[src/rtl/core/pct_pkg.sv]
`timescale 1ns / 1ps
// ----------------------------------------------------------------------------
// pct_pkg
// Shared types and constants of the prime candidate tester.
// ----------------------------------------------------------------------------
package pct_pkg;

  localparam int DEF_TABLE_DEPTH = 64;
  localparam int DEF_VALUE_WIDTH = 16;

  localparam logic [1:0]  FIRST_CANDIDATE = 2'h2;
  localparam logic [15:0] MAX_VALUE_RESET = 16'hFFFF;

  typedef enum logic [2:0] {
    S_IDLE,
    S_CHECK,
    S_READ,
    S_LOAD,
    S_DIV,
    S_EVAL,
    S_EMIT
  } pct_state_t;

  // controller -> datapath
  typedef struct packed {
    logic idx_clr;
    logic idx_inc;
    logic rd_en;
    logic ld_div;
    logic div_step;
    logic set_verdict;
    logic verdict_prime;
    logic verdict_fin;
    logic emit;
  } pct_cmd_t;

  // datapath -> controller
  typedef struct packed {
    logic fin;        // candidate above max_value
    logic cnt_zero;   // table empty
    logic div_last;   // last divider step this cycle
    logic p_gt_q;     // p*p > candidate
    logic rem_zero;   // p divides candidate
    logic idx_last;   // last stored prime tried
    logic out_free;   // output register can take a result
  } pct_sts_t;

endpackage

[src/rtl/core/pct_ram.sv]
`timescale 1ns / 1ps
// ----------------------------------------------------------------------------
// pct_ram
// Generic single write port / single read port RAM, registered read.
// ----------------------------------------------------------------------------
module pct_ram #(
  parameter int WIDTH = 16,
  parameter int DEPTH = 64
) (
  input  logic                     clk,
  input  logic                     we,
  input  logic [$clog2(DEPTH)-1:0] waddr,
  input  logic [WIDTH-1:0]         wdata,
  input  logic                     re,
  input  logic [$clog2(DEPTH)-1:0] raddr,
  output logic [WIDTH-1:0]         rdata
);

  logic [WIDTH-1:0] mem [DEPTH];

  always_ff @(posedge clk) begin
    if (we) begin
      mem[waddr] <= wdata;
    end
    if (re) begin
      rdata <= mem[raddr];
    end
  end

endmodule

[src/rtl/core/pct_ctrl.sv]
`timescale 1ns / 1ps
// ----------------------------------------------------------------------------
// pct_ctrl
// Sequencer: walks the stored primes for one candidate and issues commands.
// ----------------------------------------------------------------------------
module pct_ctrl
  import pct_pkg::*;
(
  input  logic     clk,
  input  logic     rst_n,
  input  logic     in_tvalid,
  input  logic     in_advance,
  output logic     in_tready,
  input  pct_sts_t sts,
  output pct_cmd_t cmd
);

  pct_state_t state_r, state_nxt;

  always_ff @(posedge clk) begin
    if (!rst_n) begin
      state_r <= S_IDLE;
    end else begin
      state_r <= state_nxt;
    end
  end

  // next state
  always_comb begin
    state_nxt = state_r;
    case (state_r)
      S_IDLE: begin
        if (in_tvalid && in_advance) state_nxt = S_CHECK;
      end
      S_CHECK: begin
        if (sts.fin || sts.cnt_zero) state_nxt = S_EMIT;
        else                         state_nxt = S_READ;
      end
      S_READ:  state_nxt = S_LOAD;
      S_LOAD:  state_nxt = S_DIV;
      S_DIV: begin
        if (sts.div_last) state_nxt = S_EVAL;
      end
      S_EVAL: begin
        if (sts.p_gt_q || sts.rem_zero || sts.idx_last) state_nxt = S_EMIT;
        else                                            state_nxt = S_READ;
      end
      S_EMIT: begin
        if (sts.out_free) state_nxt = S_IDLE;
      end
      default: state_nxt = S_IDLE;
    endcase
  end

  // outputs
  always_comb begin
    cmd       = '0;
    in_tready = 1'b0;
    case (state_r)
      S_IDLE: in_tready = 1'b1;
      S_CHECK: begin
        cmd.idx_clr       = 1'b1;
        cmd.set_verdict   = 1'b1;
        cmd.verdict_fin   = sts.fin;
        cmd.verdict_prime = ~sts.fin;  // empty table: candidate two
      end
      S_READ:  cmd.rd_en    = 1'b1;
      S_LOAD:  cmd.ld_div   = 1'b1;
      S_DIV:   cmd.div_step = 1'b1;
      S_EVAL: begin
        if (sts.p_gt_q || sts.idx_last || sts.rem_zero) begin
          cmd.set_verdict   = 1'b1;
          cmd.verdict_prime = sts.p_gt_q | ~sts.rem_zero;
        end else begin
          cmd.idx_inc = 1'b1;
        end
      end
      S_EMIT:  cmd.emit = sts.out_free;
      default: cmd = '0;
    endcase
  end

endmodule

[src/rtl/core/pct_dp.sv]
`timescale 1ns / 1ps
// ----------------------------------------------------------------------------
// pct_dp
// Datapath: prime table, restoring divider, candidate state, output register.
// ----------------------------------------------------------------------------
module pct_dp
  import pct_pkg::*;
#(
  parameter int TABLE_DEPTH = DEF_TABLE_DEPTH,
  parameter int VALUE_WIDTH = DEF_VALUE_WIDTH
) (
  input  logic                   clk,
  input  logic                   rst_n,
  input  logic                   cfg_wen,
  input  logic [VALUE_WIDTH-1:0] cfg_wdata,
  input  pct_cmd_t               cmd,
  output pct_sts_t               sts,
  input  logic                   out_tready,
  output logic                   out_valid,
  output logic [VALUE_WIDTH-1:0] out_cand,
  output logic                   out_prime,
  output logic                   out_fin
);

  localparam int AW = $clog2(TABLE_DEPTH);
  localparam int CW = $clog2(TABLE_DEPTH + 1);
  localparam int DW = $clog2(VALUE_WIDTH);
  localparam int VW = VALUE_WIDTH;

  logic [VW-1:0] max_r,   max_nxt;
  logic [VW:0]   cand_r,  cand_nxt;
  logic [CW-1:0] count_r, count_nxt;
  logic [AW-1:0] idx_r,   idx_nxt;
  logic [VW-1:0] p_r,     p_nxt;
  logic [VW-1:0] rem_r,   rem_nxt;
  logic [VW-1:0] quo_r,   quo_nxt;
  logic [DW-1:0] dcnt_r,  dcnt_nxt;
  logic          vprime_r, vprime_nxt;
  logic          vfin_r,   vfin_nxt;
  logic          oval_r,   oval_nxt;
  logic [VW-1:0] ocand_r,  ocand_nxt;
  logic          oprime_r, oprime_nxt;
  logic          ofin_r,   ofin_nxt;

  logic [VW-1:0] rd_data;
  logic [VW:0]   sh, diff;
  logic          ge, room, wr_en;

  assign room  = count_r < CW'(TABLE_DEPTH);
  assign wr_en = cmd.emit & ~vfin_r & vprime_r & room;

  pct_ram #(
    .WIDTH (VW),
    .DEPTH (TABLE_DEPTH)
  ) u_table (
    .clk   (clk),
    .we    (wr_en),
    .waddr (count_r[AW-1:0]),
    .wdata (cand_r[VW-1:0]),
    .re    (cmd.rd_en),
    .raddr (idx_r),
    .rdata (rd_data)
  );

  // one quotient bit per step
  assign sh   = {rem_r, quo_r[VW-1]};
  assign diff = sh - {1'b0, p_r};
  assign ge   = sh >= {1'b0, p_r};

  always_comb begin
    sts.fin      = cand_r > {1'b0, max_r};
    sts.cnt_zero = count_r == '0;
    sts.div_last = dcnt_r == DW'(VW - 1);
    sts.p_gt_q   = p_r > quo_r;     // p > n/p  <=>  p*p > n
    sts.rem_zero = rem_r == '0;
    sts.idx_last = (CW'(idx_r) + CW'(1)) == count_r;
    sts.out_free = ~oval_r | out_tready;
  end

  always_comb begin
    max_nxt    = max_r;
    cand_nxt   = cand_r;
    count_nxt  = count_r;
    idx_nxt    = idx_r;
    p_nxt      = p_r;
    rem_nxt    = rem_r;
    quo_nxt    = quo_r;
    dcnt_nxt   = dcnt_r;
    vprime_nxt = vprime_r;
    vfin_nxt   = vfin_r;
    oval_nxt   = oval_r & ~out_tready;
    ocand_nxt  = ocand_r;
    oprime_nxt = oprime_r;
    ofin_nxt   = ofin_r;

    if (cfg_wen) max_nxt = cfg_wdata;
    if (cmd.idx_clr) idx_nxt = '0;
    if (cmd.idx_inc) idx_nxt = idx_r + AW'(1);
    if (cmd.ld_div) begin
      p_nxt    = rd_data;
      rem_nxt  = '0;
      quo_nxt  = cand_r[VW-1:0];
      dcnt_nxt = '0;
    end
    if (cmd.div_step) begin
      rem_nxt  = ge ? diff[VW-1:0] : sh[VW-1:0];
      quo_nxt  = {quo_r[VW-2:0], ge};
      dcnt_nxt = dcnt_r + DW'(1);
    end
    if (cmd.set_verdict) begin
      vprime_nxt = cmd.verdict_prime;
      vfin_nxt   = cmd.verdict_fin;
    end
    if (cmd.emit) begin
      oval_nxt   = 1'b1;
      ocand_nxt  = vfin_r ? '0 : cand_r[VW-1:0];
      oprime_nxt = vprime_r & ~vfin_r;
      ofin_nxt   = vfin_r;
      if (!vfin_r) cand_nxt = cand_r + (VW+1)'(1);
      if (wr_en)   count_nxt = count_r + CW'(1);
    end
  end

  always_ff @(posedge clk) begin
    if (!rst_n) begin
      max_r   <= VW'(MAX_VALUE_RESET);
      cand_r  <= (VW+1)'(FIRST_CANDIDATE);
      count_r <= '0;
      oval_r  <= 1'b0;
    end else begin
      max_r   <= max_nxt;
      cand_r  <= cand_nxt;
      count_r <= count_nxt;
      oval_r  <= oval_nxt;
    end
  end

  always_ff @(posedge clk) begin
    idx_r    <= idx_nxt;
    p_r      <= p_nxt;
    rem_r    <= rem_nxt;
    quo_r    <= quo_nxt;
    dcnt_r   <= dcnt_nxt;
    vprime_r <= vprime_nxt;
    vfin_r   <= vfin_nxt;
    ocand_r  <= ocand_nxt;
    oprime_r <= oprime_nxt;
    ofin_r   <= ofin_nxt;
  end

  assign out_valid = oval_r;
  assign out_cand  = ocand_r;
  assign out_prime = oprime_r;
  assign out_fin   = ofin_r;

endmodule

[src/rtl/core/prime_candidate_tester_unit.sv]
`timescale 1ns / 1ps
// ----------------------------------------------------------------------------
// prime_candidate_tester_unit
// Trial-division prime generator, one candidate tested per request with advance set.
// ----------------------------------------------------------------------------
// Usage:
//   Each request on the in_ stream with advance=1 tests the next candidate
//   (2, 3, 4, ...) and returns one result on the out_ stream: candidate and
//   is_prime in tdata, finished in tuser. Requests with advance=0 are taken
//   and dropped with no result. Once the candidate passes max_value every
//   request returns finished with candidate and is_prime at zero.
//   cfg_wen/cfg_wdata write max_value; write only while the block is idle.
// Sequence:
//   One request at a time. Stored primes p are tried in order until one
//   divides the candidate, p*p exceeds it or the table runs out; each try
//   is a table read, a divider load, VALUE_WIDTH restoring divider steps
//   and an evaluation. The worst case with 16-bit values is 55 tries (the
//   54 primes below 256, then 257 ends the walk). Finished answers skip
//   the table walk. The shared divider sets the rate.
// Reset / stall:
//   Reset sets the candidate to 2, empties the prime table (no clearing
//   pass needed) and max_value to 65535. A stalled receiver holds the
//   result in the output register; one more request is taken meanwhile and
//   its result waits until the register frees up.
// ----------------------------------------------------------------------------
module prime_candidate_tester_unit
  import pct_pkg::*;
#(
  parameter int TABLE_DEPTH = DEF_TABLE_DEPTH,
  parameter int VALUE_WIDTH = DEF_VALUE_WIDTH
) (
  input  logic                   clk,
  input  logic                   rst_n,
  // configuration: max_value
  input  logic                   cfg_wen,
  input  logic [VALUE_WIDTH-1:0] cfg_wdata,
  // request stream
  input  logic                   in_tvalid,
  output logic                   in_tready,
  input  logic [7:0]             in_tdata,   // [0] advance
  // result stream
  output logic                   out_tvalid,
  input  logic                   out_tready,
  output logic [((VALUE_WIDTH+8)/8)*8-1:0] out_tdata,  // candidate, is_prime
  output logic                   out_tuser   // [0] finished
);

  localparam int OW = ((VALUE_WIDTH + 8) / 8) * 8;

  pct_cmd_t cmd;
  pct_sts_t sts;

  logic [VALUE_WIDTH-1:0] out_cand;
  logic                   out_prime;

  pct_ctrl u_ctrl (
    .clk        (clk),
    .rst_n      (rst_n),
    .in_tvalid  (in_tvalid),
    .in_advance (in_tdata[0]),
    .in_tready  (in_tready),
    .sts        (sts),
    .cmd        (cmd)
  );

  pct_dp #(
    .TABLE_DEPTH (TABLE_DEPTH),
    .VALUE_WIDTH (VALUE_WIDTH)
  ) u_dp (
    .clk        (clk),
    .rst_n      (rst_n),
    .cfg_wen    (cfg_wen),
    .cfg_wdata  (cfg_wdata),
    .cmd        (cmd),
    .sts        (sts),
    .out_tready (out_tready),
    .out_valid  (out_tvalid),
    .out_cand   (out_cand),
    .out_prime  (out_prime),
    .out_fin    (out_tuser)
  );

  // candidate in the low bits, is_prime above it, zero padded
  assign out_tdata = OW'({out_prime, out_cand});

`ifndef SYNTH
  // a result is only loaded when the output register can take it
  a_emit_free: assert property (@(posedge clk) disable iff (!rst_n)
    cmd.emit |-> (!out_tvalid || out_tready))
    else $error("result loaded over a pending one");

  a_emit_valid: assert property (@(posedge clk) disable iff (!rst_n)
    cmd.emit |=> out_tvalid)
    else $error("loaded result not presented");

  // a request with advance low causes no result
  a_noadv: assert property (@(posedge clk) disable iff (!rst_n)
    (in_tvalid && in_tready && !in_tdata[0]) |=> !cmd.emit)
    else $error("result for a request without advance");

  // finished answers carry zero payload
  a_fin_zero: assert property (@(posedge clk) disable iff (!rst_n)
    (out_tvalid && out_tuser) |-> (out_tdata == '0))
    else $error("finished result with nonzero payload");
`endif

endmodule
[config.mk]
export PLATFORM = sky130hd
export DESIGN_NAME = prime_candidate_tester_unit
export DESIGN_NICKNAME = d
export VERILOG_FILES = /design/src/rtl/core/pct_pkg.sv /design/src/rtl/core/pct_ram.sv /design/src/rtl/core/pct_ctrl.sv /design/src/rtl/core/pct_dp.sv /design/src/rtl/core/prime_candidate_tester_unit.sv
export SDC_FILE = /design/constraint.sdc
export NUM_CORES = 1
export LEC_CHECK = 0
export ABC_AREA = 1
export ABC_CLOCK_PERIOD_IN_PS = 4100
export BUFFER_PORTS_ARGS = -buffer_cell sky130_fd_sc_hd__buf_4
export CAP_MARGIN = 20
export CORE_MARGIN = 1
export CORE_UTILIZATION = 50
export DETAILED_ROUTE_END_ITERATION = 7
export PLACE_DENSITY_LB_ADDON = 0.25
export SYNTH_ARGS = -nofsm -noshare
export SYNTH_HDL_FRONTEND = slang
export SYNTH_SLANG_ARGS = --single-unit
[constraint.sdc]
create_clock -name clk -period 4.1 [get_ports clk]
set_input_delay 0.205 -clock clk [delete_from_list [all_inputs] [get_ports clk]]
set_output_delay 0.205 -clock clk [all_outputs]
set_load 0.05 [all_outputs]
# After elaboration in Yosys (flattened, before gate mapping)
# Memories as Yosys holds them, arrays and structs flattened. A register that Yosys moved wholly into a read port is not among the register bits.
# Cells that the tools add are included.
[op_classes]
addsub = 6
magnitude_cmp = 4
n_eq_ne = 11
mux = 28
n_bitwise = 12
reduce_logical = 14
[ops]
columns = ["cell", "count"]
rows = [
  ["$mux W16", 5],
  ["$pmux W3 S7", 1],
  ["$add A17 B1 Y17 const B", 1],
  ["$ge A17 B16 Y1", 1],
  ["$gt A17 B16 Y1", 1],
  ["$gt A16 B16 Y1", 1],
  ["$logic_not A16 Y1", 1],
  ["$sub A16 B16 Y16", 1],
  ["$mux W3", 5],
  ["$mux W6", 2],
  ["$mux W1", 11],
  ["$eq A3 B3 Y1 const B", 3],
  ["$mux W4", 2],
  ["$add A6 B1 Y7 const B", 1],
  ["$add A7 B1 Y7 const B", 1],
  ["$eq A7 B7 Y1", 1],
  ["$logic_not A7 Y1", 1],
  ["$lt A7 B7 Y1 const B", 1],
  ["$add A6 B1 Y6 const B", 1],
  ["$eq A3 B2 Y1 const B", 2],
  ["$and A1 B1 Y1", 5],
  ["$logic_or A1 B1 Y1", 5],
  ["$not A1 Y1", 5],
  ["$add A4 B1 Y4 const B", 1],
  ["other kinds (12)", 16],
]
[word_totals]
regBits = 122
ram_bits = 1024
out_inout_bits = 27
wordCells = 91
memories = 1
[mem_list]
columns = ["name", "words", "width", "read_ports", "rd_clocked_by_memory_dff", "write_ports", "line_no", "source"]
rows = [
  ["u_dp.u_table.mem", 64, 16, 1, 1, 1, "pct_ram.sv:19", "logic [WIDTH-1:0] mem [DEPTH];"],
]

# Logic depth before layout (Yosys ltp)
[logic_depth]
depth_word = 8
mapped_depth = 17
ltp_nobuf = 17

# By module
# A second synthesis with hierarchy kept.
[unflattened]
cells_unflattened = 4430
hier_area_um2 = 49686.4
[modules_own_cells]
columns = ["module", "instances", "cells_per_inst", "area_per_inst_um2", "seq_area_each_um2"]
rows = [
  ["pct_ram", 1, 3517, 42259.3, 31230.0],
  ["pct_dp", 1, 854, 7093.1, 3163.0],
  ["pct_ctrl", 1, 50, 270.3, 60.1],
  ["prime_candidate_tester_unit", 1, 9, 63.8, 0.0],
]

# Worst setup path after synthesis
# Ideal clock, no wire load.
[synth_timing]
path_type = "register to register"
start = "reg u_dp.oval_r (netlist: u_dp.out_valid)"
end = "mem u_dp.u_table.mem[47][0] (enable)"
setup_ns = 0.409
arrival_time_ns = 2.884
required_time_ns = 3.691
path_slack_ns = 0.807
path_stages_with_launch = 8
n_path_buf = 0
synth_period_minus_slack_ns = 3.293
path_cell_list = "dfxtp_1 nand2_1 nand3_2 inv_1 nand3b_2 nor2_1 nand2_1 nor3_1"
[synth_lines]
columns = ["element", "line_no", "source"]
rows = [
  ["start, declared", "pct_dp.sv:40", "logic oval_r, oval_nxt;"],
  ["start signal, assigned", "pct_dp.sv:134", "oval_r <= oval_nxt;"],
  ["end, declared", "pct_ram.sv:19", ""],
]

==> results.py <==
metrics = {
    "hold_path": {
        "holdPathEnd": "u_dp.p_r[9]$_DFFE_PP_",
        "min_path_type": "reg -> reg",
        "min_from": "u_dp.u_table.rdata[9]$_DFFE_PP_",
        "holdPathStages": 0,
    },
    "synthesis": {
        "seq_area_frac_synth_pct": 72.5,
        "synth_area_um2": 47500,
        "synth_area_per_cell_um2": 12.3,
        "synthCells": 3858,
        "synth_top_area_share_pct": 70.6,
        "synth_area_leader_cell": "edfxtp_1",
        "ys_ff_latch": 1162,
        "synth.top_cells.by_area": "edfxtp_1 71%, o21ai_0 6.7%, nor2_1 5.7%",
        "ys_types": 52,
        "ys.warnings.count": 0,
    },
    "clock_tree": {
        "clkTransAtPathRegs_ns": 0.07,
        "postCtsResizedCells": 0,
        "post_cts_buffers": 0,
        "numCtsBuffers": 115,
        "clock_latency_ns": 0.70,
        "h-tree-depth": 3,
        "cts_tree": "yes",
        "ctsHoldBuffers": 52,
        "clock-sinks": 1162,
        "cts_root_buf": "clkbuf_16",
        "clk_path_buf_depth": 3,
    },
    "finish": {
        "nets": 4039,
        "mostFrequentLayoutCell": "edfxtp_1",
        "layout-drive-gt1-share_pct": 9.18,
        "postLayoutCoreUtil_pct": 57.3,
        "syn_to_final_growth_pct": 12.9,
        "diodes": 0,
        "layout.cells.non_filler": 5308,
        "layout_common_cells": "1,118 x edfxtp_1, 723 x nor2_1, 641 x o21ai_0",
    },
    "sta": {
        "fmax_mhz": 278,
        "fin_crit_sh_pct": 87.7,
        "rsz0062_at_grt": "false",
        "setup_viol": 0,
        "clock_skew_ns": 0.0281,
        "relSlewSlack_pct": 33.9,
        "drv_slew": 0,
        "worst_slew_pin_slew_ns": 0.980,
        "hold_viol_final": 0,
        "tns_ns": 0,
        "period_minus_slack_ns": 3.60,
    },
    "global_routing": {
        "track_usage_pct": 25.3,
        "grt_max_degree": 117,
        "grt_pass1_wl_um": 182000,
        "antenna_found_initial": 1,
        "grt_pass1_vias": 29800,
        "overflow": 0,
    },
    "critical_path": {
        "path_max_fanout": 102,
        "cp-end-kind": "register",
        "reg2reg_setup_slack_ns": 0.50,
        "path_class": "reg -> reg",
        "worstSetupStartpointType": "register",
        "worstPathArrival_ns": 4.01,
        "worstRegToRegCells": 8,
        "r2r-end": "u_dp.u_table.rdata[9]$_DFFE_PP_",
        "r2r-start": "u_dp.idx_r[0]$_SDFFCE_PN0P_",
        "crit_required_ns": 4.51,
    },
    "power_and_ir_drop": {
        "switchingPower_uw": 9080,
        "peakVddDrop_v": 0.000342,
        "finalPower_uw": 29900,
        "p_leak_uw": 0.0181,
        "p_seq_share_pct": 44.9,
        "p_comb_share_pct": 21.2,
        "switching_share_pct": 30.4,
        "power.internal_uw": 20800,
        "powerDensity_nw_per_um2": 557,
        "p_clk_share_pct": 33.9,
    },
    "outcome": {
        "status": "complete, no violations",
    },
    "routing": {
        "drc_errors": 0,
        "vias_per_cell": 5.90,
        "vias": 31300,
        "wire_per_inst_um": 23.0,
        "wl_um": 122000,
        "ant_nets": 0,
        "drt-initial-drc-count": 3180,
        "firstDrtPassIters": 5,
    },
    "placed_design": {
        "portBuffers": 41,
        "dp_hpwl_um": 67300,
        "dpl.cell_count": 5041,
        "place_congestion": 0.873,
    },
    "floorplanning": {
        "std_cell_rows": 112,
        "die-area_um2": 96300,
        "core-area_um2": 93700,
        "io-pin-count": 56,
        "die_w_um": 310,
        "initial_core_util_pct": 50.7,
        "die_h_um": 310,
    },
    "job": {
        "max-cap-violations": 0,
    },
}
==> state kept, by name, summed over array words and instances, names as in the netlist <==
name                flops
u_dp.vprime_r           1
u_dp.u_table.rdata     16
u_dp.vfin_r             1
u_dp.out_fin            1
u_dp.count_r            7
u_ctrl.state_r          3
u_dp.max_r             16
u_dp.cand_r            17
u_dp.idx_r              6
u_dp.u_table.mem     1024
u_dp.rem_r             16
u_dp.out_cand          16
u_dp.p_r               16
u_dp.out_valid          1
u_dp.quo_r             16
u_dp.dcnt_r             4
u_dp.out_prime          1
==> through the flow <==
stage / worst slack, ns / instance area, um^2 / hold WS (ns)
finish: 0.503 / 53700 / 0.418
global route: 0.382 / 53700 / 0.415
CTS: 0.727 / 53700 / 0.382
detailed placement: 0.737 / 49500 / 0.405
global placement: 0.717 / 49500 / 0.401
floorplan: 0.807 / 47600 / 0.327
==> kinds of logic after synthesis <==
kind of cell	count (synthesis)	share of synthesized area, %
other	1	0.00789
buffers and inverters	374	3.43
adder cells (fa/ha/maj)	54	1.44
AND/OR/NAND/NOR	1142	9.65
XOR/XNOR	7	0.129
flip-flops	1162	72.5
AO/OA/AOI/OAI	1118	12.9
==> power groups by stage <==
stage	registers [uW]	logic [uW]	clock network (uW)
global placement	13600	6150	0
floorplan	13600	4200	0
CTS	13400	6290	10300
finish	13400	6340	10100
global route	13400	6950	10700
detailed placement	13600	6220	0
==> worst max-delay path, cell delays in order (launching register included) <==
cell and delay [ns]:
edfxtp_1 0.90, inv_8 0.39, buf_12 0.36, o21ai_0 0.18, o22ai_1 0.09, o21ai_0 0.25, o22ai_1 0.12, o21ai_0 0.78
nand2_1 0.10
==> area by class of cell <==
type | instances | area, um^2
repair buffers | 222 | 2010
clock buffers | 147 | 3050
clock inverters | 68 | 587
well taps | 1254 | 1570
multi-input cells | 2328 | 11500
fillers | 7579 | 40100
flip-flops and latches | 1162 | 34500
inverters | 127 | 492
==> metal layers <==
metal	up-vias	track usage [%]	wire, um
li1	14400	-	-
met1	15400	34.7	50200
met2	1312	41.1	58000
met3	215	3.86	9820
met4	2	8.88	3890
met5	-	0	13
==> cell usage after synthesis, drive strengths merged <==
| library cell | number |
|---|---|
| edfxtp | 1118 |
| nor2 | 726 |
| o21ai | 690 |
| o22ai | 281 |
| nand2 | 277 |
| clkbuf | 164 |
| inv | 122 |
| buf | 83 |
| a21oi | 72 |
| nand3 | 55 |
| ha | 53 |
| dfxtp | 44 |
| nand4 | 35 |
| o211ai | 35 |
| nor3 | 20 |
| a31oi | 14 |
| o21bai | 12 |
| nor4 | 10 |
| or2 | 10 |
| xor2 | 6 |
| a21o | 5 |
| clkinv | 5 |
| a41oi | 4 |
| nand3b | 4 |
| a211oi | 2 |
| and2 | 2 |
| nor3b | 2 |
| a221oi | 1 |
| a31o | 1 |
| and3 | 1 |
| conb | 1 |
| fa | 1 |
| o21a | 1 |
| xnor2 | 1 |
==> how the worst max path moves through the flow <==
stage | startpoint | end | slack [ns] | cells after the start
after floorplan | u_dp.out_valid$_SDFF_PN0_ | u_dp.u_table.mem[47][0]$_DFFE_PP_ | 0.81 | 7
after global placement | u_dp.idx_r[0]$_SDFFCE_PN0P_ | u_dp.u_table.rdata[9]$_DFFE_PP_ | 0.72 | 8
after detailed placement | u_dp.idx_r[0]$_SDFFCE_PN0P_ | u_dp.u_table.rdata[9]$_DFFE_PP_ | 0.74 | 8
after CTS | u_dp.idx_r[0]$_SDFFCE_PN0P_ | u_dp.u_table.rdata[9]$_DFFE_PP_ | 0.73 | 8
after global routing | u_dp.idx_r[0]$_SDFFCE_PN0P_ | u_dp.u_table.rdata[9]$_DFFE_PP_ | 0.38 | 8
final | u_dp.idx_r[0]$_SDFFCE_PN0P_ | u_dp.u_table.rdata[9]$_DFFE_PP_ | 0.50 | 8
(Power assumes the default switching activity.)
